<file path="config.mk">
export PLATFORM = sky130hd
export DESIGN_NAME = cat_ram
export DESIGN_NICKNAME = d
export VERILOG_FILES = /design/src/cat_ram.sv
export SDC_FILE = /design/constraint.sdc
export NUM_CORES = 1
export LEC_CHECK = 0
export BUFFER_PORTS_ARGS = -buffer_cell sky130_fd_sc_hd__buf_2
export CAP_MARGIN = 20
export CORE_MARGIN = 10
export CORE_UTILIZATION = 30
export DETAILED_ROUTE_END_ITERATION = 10
export PLACE_DENSITY = 0.46
export REMOVE_ABC_BUFFERS = 1
export SLEW_MARGIN = 20
export SYNTH_ARGS = -nofsm -noshare
export SYNTH_HDL_FRONTEND = slang
export SYNTH_SLANG_ARGS = --single-unit
</file>
<file path="constraint.sdc">
create_clock -name clk -period 2.4 [get_ports clk]
set_input_delay 0.36 -clock clk [delete_from_list [all_inputs] [get_ports clk]]
set_output_delay 0.36 -clock clk [all_outputs]
set_load 0.03 [all_outputs]
</file>
<file path="src/cat_ram.sv">
// Generic single-port-write, single-port-read RAM with registered read.
// No dependencies.
`default_nettype none
module cat_ram #(
  parameter int Width = 8,
  parameter int Depth = 16
) (
  input  wire logic                     clk,
  input  wire logic                     we,
  input  wire logic [$clog2(Depth)-1:0] waddr,
  input  wire logic [Width-1:0]         wdata,
  input  wire logic [$clog2(Depth)-1:0] raddr,
  output logic      [Width-1:0]         rdata
);
  logic [Width-1:0] mem [Depth];
  always_ff @(posedge clk) begin
    if (we) mem[waddr] <= wdata;
    rdata <= mem[raddr];
  end
endmodule
`default_nettype wire

</file>
Word level (Yosys, flattened, before mapping)
Memory sizes are Yosys's and may differ from the RTL's. A register that Yosys moved wholly into a read port is not among the register bits.
Cells that the tools add are included.
{"block": "op_classes", "mul": 0, "mux": 2, "n_reduce_logical": 0, "n_eq_ne": 0, "n_lt_le_gt_ge": 0, "add_sub_neg": 0, "bitwise": 0, "n_div": 0, "shift": 0}
{"operator": "$mux 1", "n": 2}
{"block": "word_totals", "out_inout_bits": 8, "in_bits": 18, "ramBits": 128, "ff_bits": 0, "romBits": 0, "mem_count": 1, "latchBits": 0, "word_cells": 3}
{"memory": "mem", "words": 16, "word_bits": 8, "rd": 1, "rd_clocked_by_memory_dff": 1, "wr": 1, "line_no": "15", "source": "logic [Width-1:0] mem [Depth];"}

Longest topological paths before layout
Gate-level depths: netlist of run 1.
{"block": "logic_depth", "ltp_word": 2, "mapped_depth": 5, "depth_no_buf": 3}

Worst setup path before layout of run 1
No wires, ideal clock.
{"block": "synth_timing", "kind": "input to register", "start": "input waddr[2]", "end": "memory mem[0][0], enable pin", "t_arrival_ns": 1.470, "path_buffers": 0, "stages": 2, "t_required_ns": 2.017, "setup_slack_ns": 0.547, "setup_ns": 0.383, "path_cell_list": "or3b_2 > nor3_1"}
{"element": "start, declared", "line_no": "10", "source": "input wire logic [$clog2(Depth)-1:0] waddr,"}
{"element": "end, declared", "line_no": "15"}
Straight into the memory's write port.

==> impl_metrics.toml, run 1 <==
[synthesis]
synth_top_cell_by_area = "edfxtp_1"
synth_enable_flop_cells = 128
count_of_state_elements_after_synthesis = 136
synth.lib_cells_used.distinct = 19
dominantRegCellSynth = "edfxtp_1"
postSynthAreaPerCell_um2 = 22.5
synth-seq-area-share_pct = 77.8
syn_area_um2 = 5150
synth_area_leaders = "edfxtp_1 (75%), mux4_2 (7.9%), mux4_1 (7.1%)"
synthesis.instances = 229
yosysWarnings = 0
synth_top_cell_area_share_pct = 74.7
synthArstFlopShare_pct = 0

[sta]
setup-violations-final = 0
hold_ws_ns = 0.338
final_count_of_hold_timing_violations = 0
rsz0062_at_grt = "false"
slew-limit-headroom_pct = 51.7
setup_tns_ns = 0
fin_ws_ns = 0.923
largest_clock_skew_in_the_final_design_ns = 0.00836
worst-slew-pin-transition_ns = 0.722
fmax_mhz = 677
post-route-min-period_ns = 1.48
slew_viol_final = 0
final.period_utilization_pct = 61.5

[clocking]
tritoncts = "yes"
clock-sinks = 136
cts_resized = 0
clock_tree.buffer_depth = 2
path_clk_slew_ns = 0.05
cts_htree_levels = 4
cts_setup_buffers = 0
clk-insertion-delay-late_ns = 0.42
hold_buffers = 0
cts-buffers-inserted = 17
cts_root_buffer = "clkbuf_16"

[finish]
multi_input_area_um2 = 1060
fill_cells = 1538
final_core_utilization_pct = 37.6
antenna_cells = 0
ff_latch_area_um2 = 4000
drive_above_1_share_pct = 31.5
final_nets = 300
synthToLayoutAreaGrowth_pct = 21.9
final_cells = 515
post-route-cell-area_um2 = 6270

[die]
fp-row-count = 47
die_x_um = 151
die-height_um = 151
die-area_um2 = 22800
core-area_um2 = 16700
io_pins = 26
initial_utilization_pct = 30.8

[worst_setup_path]
type_of_destination_of_the_critical_path = "flop"
timing_worst_setup_path_type = "primary input to flop"
cp.required_ns = 2.69
critical-path-slowest-cell = "mux4_1"
reg2reg_setup_slack_ns = 0.98
worstPathCellList = "buf_2 -> buf_12 -> mux4_1 -> a22oi_1 -> nand2_1"
start_kind = "primary input"
worst_path_largest_cell_delay_ns = 0.59
path_max_fanout = 32
timing.critical_path.arrival_ns = 1.77

[global_routing]
via_count_of_the_first_global_routing_pass = 2582
global_route.overflow_total = 0
global_route_wire_length_before_repair_um = 16400
grt_util_all_layers_pct = 10.3
grt_antenna_before_repair = 0
maximum_number_of_pins_on_one_net_before_global_route_repair = 33

[routing]
routedWlPerCell_um = 21.3
drc_markers = 0
post_dr_vias_cell = 4.72
detail_route.first_pass.iterations = 4
detail_route.wirelength_um = 11000
via_count = 2432
drt_iter0_markers = 138
ant_nets = 0

[placed_design]
dp.final_hpwl_um = 6720
preCtsSetupSlack_ns = 0.465
port-buffer-count = 25
finalWeightedCongestion = 0.697
post_placement_cell_count = 483
placed_area_um2 = 5630

[power]
clockPowerShare_pct = 48.7
power.leakage_nw = 2.11
irDropWorstVdd_v = 0.000497
power_frac_seq_pct = 46.5
power_density_nw_per_um2 = 917
pwr-share-comb_pct = 4.9
total_power_mw = 5.75
p_int_mw = 4.63
power.share.switching_pct = 19.5
power.switching_mw = 1.12

[outcome]
result_of_the_run = "finished, final reports clean"

[job]
max_cap_violation_count = 0

[worst_hold_path]
timing.hold.worst.class = "primary input to flop"
## cell usage in the layout (no fill, tap or decap)
cell | netlist | routed
clkbuf_1 | 0 | 2
clkinvlp_4 | 0 | 3
buf_12 | 0 | 2
or3b_2 | 1 | 1
nand2_1 | 9 | 9
nand2b_1 | 2 | 2
dfxtp_1 | 8 | 8
nand3b_1 | 2 | 2
buf_4 | 1 | 17
mux4_2 | 18 | 18
mux4_1 | 14 | 14
nor3_1 | 4 | 4
and2_1 | 1 | 1
bufinv_16 | 0 | 5
inv_6 | 0 | 1
edfxtp_1 | 128 | 128
nand3_1 | 1 | 1
clkinv_2 | 0 | 3
and2b_1 | 1 | 1
clkbuf_8 | 0 | 1
nor2b_1 | 1 | 1
buf_2 | 3 | 25
nor2_1 | 13 | 13
clkbuf_16 | 0 | 17
a22oi_1 | 16 | 16
## power by group through the flow
| stage | Combinational [mW] | Sequential (mW) | Clock, mW |
|---|---|---|---|
| global route | 0.306 | 2.68 | 2.95 |
| CTS | 0.288 | 2.67 | 2.86 |
| global placement | 0.286 | 2.72 | 0 |
| floorplan | 0.106 | 2.75 | 0 |
| finish | 0.281 | 2.67 | 2.80 |
| detailed placement | 0.288 | 2.72 | 0 |
## worst max-delay path: cells and delay by family
| family | cells | cell delay, ns |
|---|---|---|
| AOI/OAI and AO/OA | 1 | 0.35 |
| buffers and inverters | 2 | 0.36 |
| muxes | 1 | 0.59 |
| and+or+nand+nor | 1 | 0.09 |
## layer usage
layer	wire [um]	share of wire, %	GRT usage (%)
met5	0	0	0
met4	172	1.6	5.05
met3	409	3.7	3.10
met2	5250	48	15.8
met1	5140	47	13.1
## registers in the layout, summed over array words and instances, names as in the netlist
name,flops
mem,128
rdata,8
## synth_stat cells (2+ instances only)
cell type	number
edfxtp_1	128
mux4_2	18
a22oi_1	16
mux4_1	14
nor2_1	13
nand2_1	9
dfxtp_1	8
nor3_1	4
buf_2	3
buf_6	3
clkdlybuf4s25_2	3
nand2b_1	2
nand3b_1	2
## layout make-up
class / count / share of cell area, %
timing repair buffer: 44 / 4.67
multi-input combinational: 83 / 16.9
clock inverter: 12 / 3.13
clock buffer: 20 / 7.12
tap: 220 / 4.39
sequential: 136 / 63.8
## cell families after synthesis
group	after synthesis	share of synthesized area, %
buffers and inverters	10	1.68
DFF	136	77.8
and+or+nand+nor	35	3.18
AOI/OAI and AO/OA	16	2.33
muxes	32	15.0
## path summary, 6_finish.rpt
kind                                            from                  end  cells past startpoint
worst max-delay path                        raddr[0]     rdata[5]$_DFF_P_                      5
worst min-delay path                        wdata[6]  mem[7][6]$_DFFE_PP_                      1
worst max register to register   mem[1][5]$_DFFE_PP_     rdata[5]$_DFF_P_                      3
worst min register to register  mem[14][3]$_DFFE_PP_     rdata[3]$_DFF_P_                      3
No activity file was read; power rests on OpenSTA's default activity.
==> run 2: changes to the inputs <==
clock period = 1.4 ns   (was 2.4 ns; I/O delays follow)
==> run 2 against run 1 <==
Compared with the run above: die area stayed put; final cell count is 1.6% higher; core utilization is 0.10 points higher; worst setup slack worse by 0.87 ns; final area is 0.28% higher; clock skew is 0.0022 ns lower; flip-flop and latch count stayed put; global-route usage is 0.052 points higher; non-clock buffer count is 8 higher; largest cell class unchanged.
==> impl_metrics.toml, run 2 (synthesized netlist as in run 1, its figures left out) <==
[clocking]
clk-insertion-delay-late_ns = 0.41
cts_root_buffer = "clkbuf_16"
clock-sinks = 136
cts_htree_levels = 4
clock_tree.buffer_depth = 2
tritoncts = "yes"
cts-buffers-inserted = 17
path_clk_slew_ns = 0.06

[routing]
ant_nets = 0
detail_route.wirelength_um = 10900
drc_markers = 0
routedWlPerCell_um = 20.9
drt_iter0_markers = 160
post_dr_vias_cell = 4.65
via_count = 2432
detail_route.first_pass.iterations = 4

[worst_setup_path]
cp.required_ns = 1.69
critical-path-slowest-cell = "mux4_1"
worstPathCellList = "mux4_1 -> a22oi_2 -> nand2_1"
type_of_destination_of_the_critical_path = "flop"
worst_path_largest_cell_delay_ns = 0.52
start_kind = "flop"
path_max_fanout = 1
timing_worst_setup_path_type = "flop to flop"
timing.critical_path.arrival_ns = 1.64
cp_top_family = "multiplexers"
crit_buf_inv = 0

[finish]
drive_above_1_share_pct = 35.0
antenna_cells = 0
layout.cells.most_common = "edfxtp_1"
post-route-cell-area_um2 = 6290
reg.largest.list = "mem (128), rdata (8)"
fill_cells = 1540
flip_flop_count_of_the_largest_register_all_copies_and_words_added = 128
final_nets = 308
top_register = "mem"
synthToLayoutAreaGrowth_pct = 22.2
most-common-layout-cells = "edfxtp_1 (128), buf_2 (25), buf_4 (25)"

[sta]
largest_clock_skew_in_the_final_design_ns = 0.00620
setup-violations-final = 0
worst-slew-pin-transition_ns = 0.792
setup_tns_ns = 0
final_count_of_hold_timing_violations = 0
slew-limit-headroom_pct = 47.1
final.period_utilization_pct = 96.1
slew_viol_final = 0
post-route-min-period_ns = 1.35
rsz0062_at_grt = "false"
fmax_mhz = 743

[placed_design]
dp.final_hpwl_um = 7270
placed_area_um2 = 5690
finalWeightedCongestion = 0.714
port-buffer-count = 25

[die]
die_x_um = 151
fp-row-count = 47
die-area_um2 = 22800
io_pins = 26
core-area_um2 = 16700
die-height_um = 151
initial_utilization_pct = 30.8

[power]
power_density_nw_per_um2 = 1480
irDropWorstVdd_v = 0.000930
power.leakage_nw = 2.12

[outcome]
result_of_the_run = "finished, final reports clean"

[global_routing]
maximum_number_of_pins_on_one_net_before_global_route_repair = 24
grt_util_all_layers_pct = 10.4
global_route_wire_length_before_repair_um = 16600
via_count_of_the_first_global_routing_pass = 2580
grt_antenna_before_repair = 0
global_route.overflow_total = 0

[job]
max_cap_violation_count = 0

[worst_hold_path]
timing.hold.worst.class = "primary input to flop"
[run 2: worst paths after layout]
| path | end | slack (ns) | cells after the start | startpoint |
|---|---|---|---|---|
| min | mem[6][3]$_DFFE_PP_ | 0.19 | 1 | wdata[3] |
| min reg2reg | rdata[0]$_DFF_P_ | 0.67 | 3 | mem[14][0]$_DFFE_PP_ |
| max reg2reg | rdata[1]$_DFF_P_ | 0.05 | 3 | mem[1][1]$_DFFE_PP_ |
| max | rdata[1]$_DFF_P_ | 0.05 | 3 | mem[1][1]$_DFFE_PP_ |
[run 2: what timing repair did]
item                                    4_1_cts  5_1_grt
setup buffers                                 0        0
hold buffers                                  0        0
endpoints found under the setup margin        3        4
pin swaps                                     0        2
resized for setup                             3        3
[run 2: layer usage]
metal / track usage, % / share of wire, % / up-vias
li1: - / - / 1095
met1: 13.7 / 48 / 1277
met2: 15.5 / 47 / 50
met3: 2.89 / 3.7 / 10
met4: 4.76 / 1.5 / 0
met5: 0 / 0 / -
[run 2: cell type report]
class / instances / area [um2] / share of cell area [%]
clock buffers: 24 / 512 / 8.14
well taps: 220 / 275 / 4.38
repair buffers: 52 / 353 / 5.61
flip-flops and latches: 136 / 4000 / 63.7
multi-input cells: 83 / 1080 / 17.1
clock inverters: 8 / 67.6 / 1.07
[run 2: worst reg2reg max path, stage by stage, from the launching register on]
cell and delay [ns]:
edfxtp_1 0.35, mux4_1 0.52, a22oi_2 0.27, nand2_1 0.09
[run 2: per-stage QoR]
step | hold slack, ns | cells | power [mW] | util [%] | worst slack [ns]
final | 0.194 | 523 | 9.30 | 37.7 | 0.0545
after global placement | 0.609 | 491 | 5.17 | 34.1 | -0.379
after floorplan | 0.309 | 219 | 4.89 | - | -0.303
after detailed placement | 0.617 | 491 | 5.18 | 34.1 | -0.383
after global routing | 0.189 | 523 | 9.64 | 37.7 | 0.000494
after CTS | 0.178 | 523 | 9.41 | 37.6 | 0.00523
[run 2: report_power, final]
group          switching (mW)  total, mW  leakage, nW  internal, mW
logic                   0.307      0.509        0.616         0.203
clock network            1.51       4.21        0.283          2.70
registers              0.0275       4.58         1.22          4.56
total                    1.84       9.30         2.12          7.46
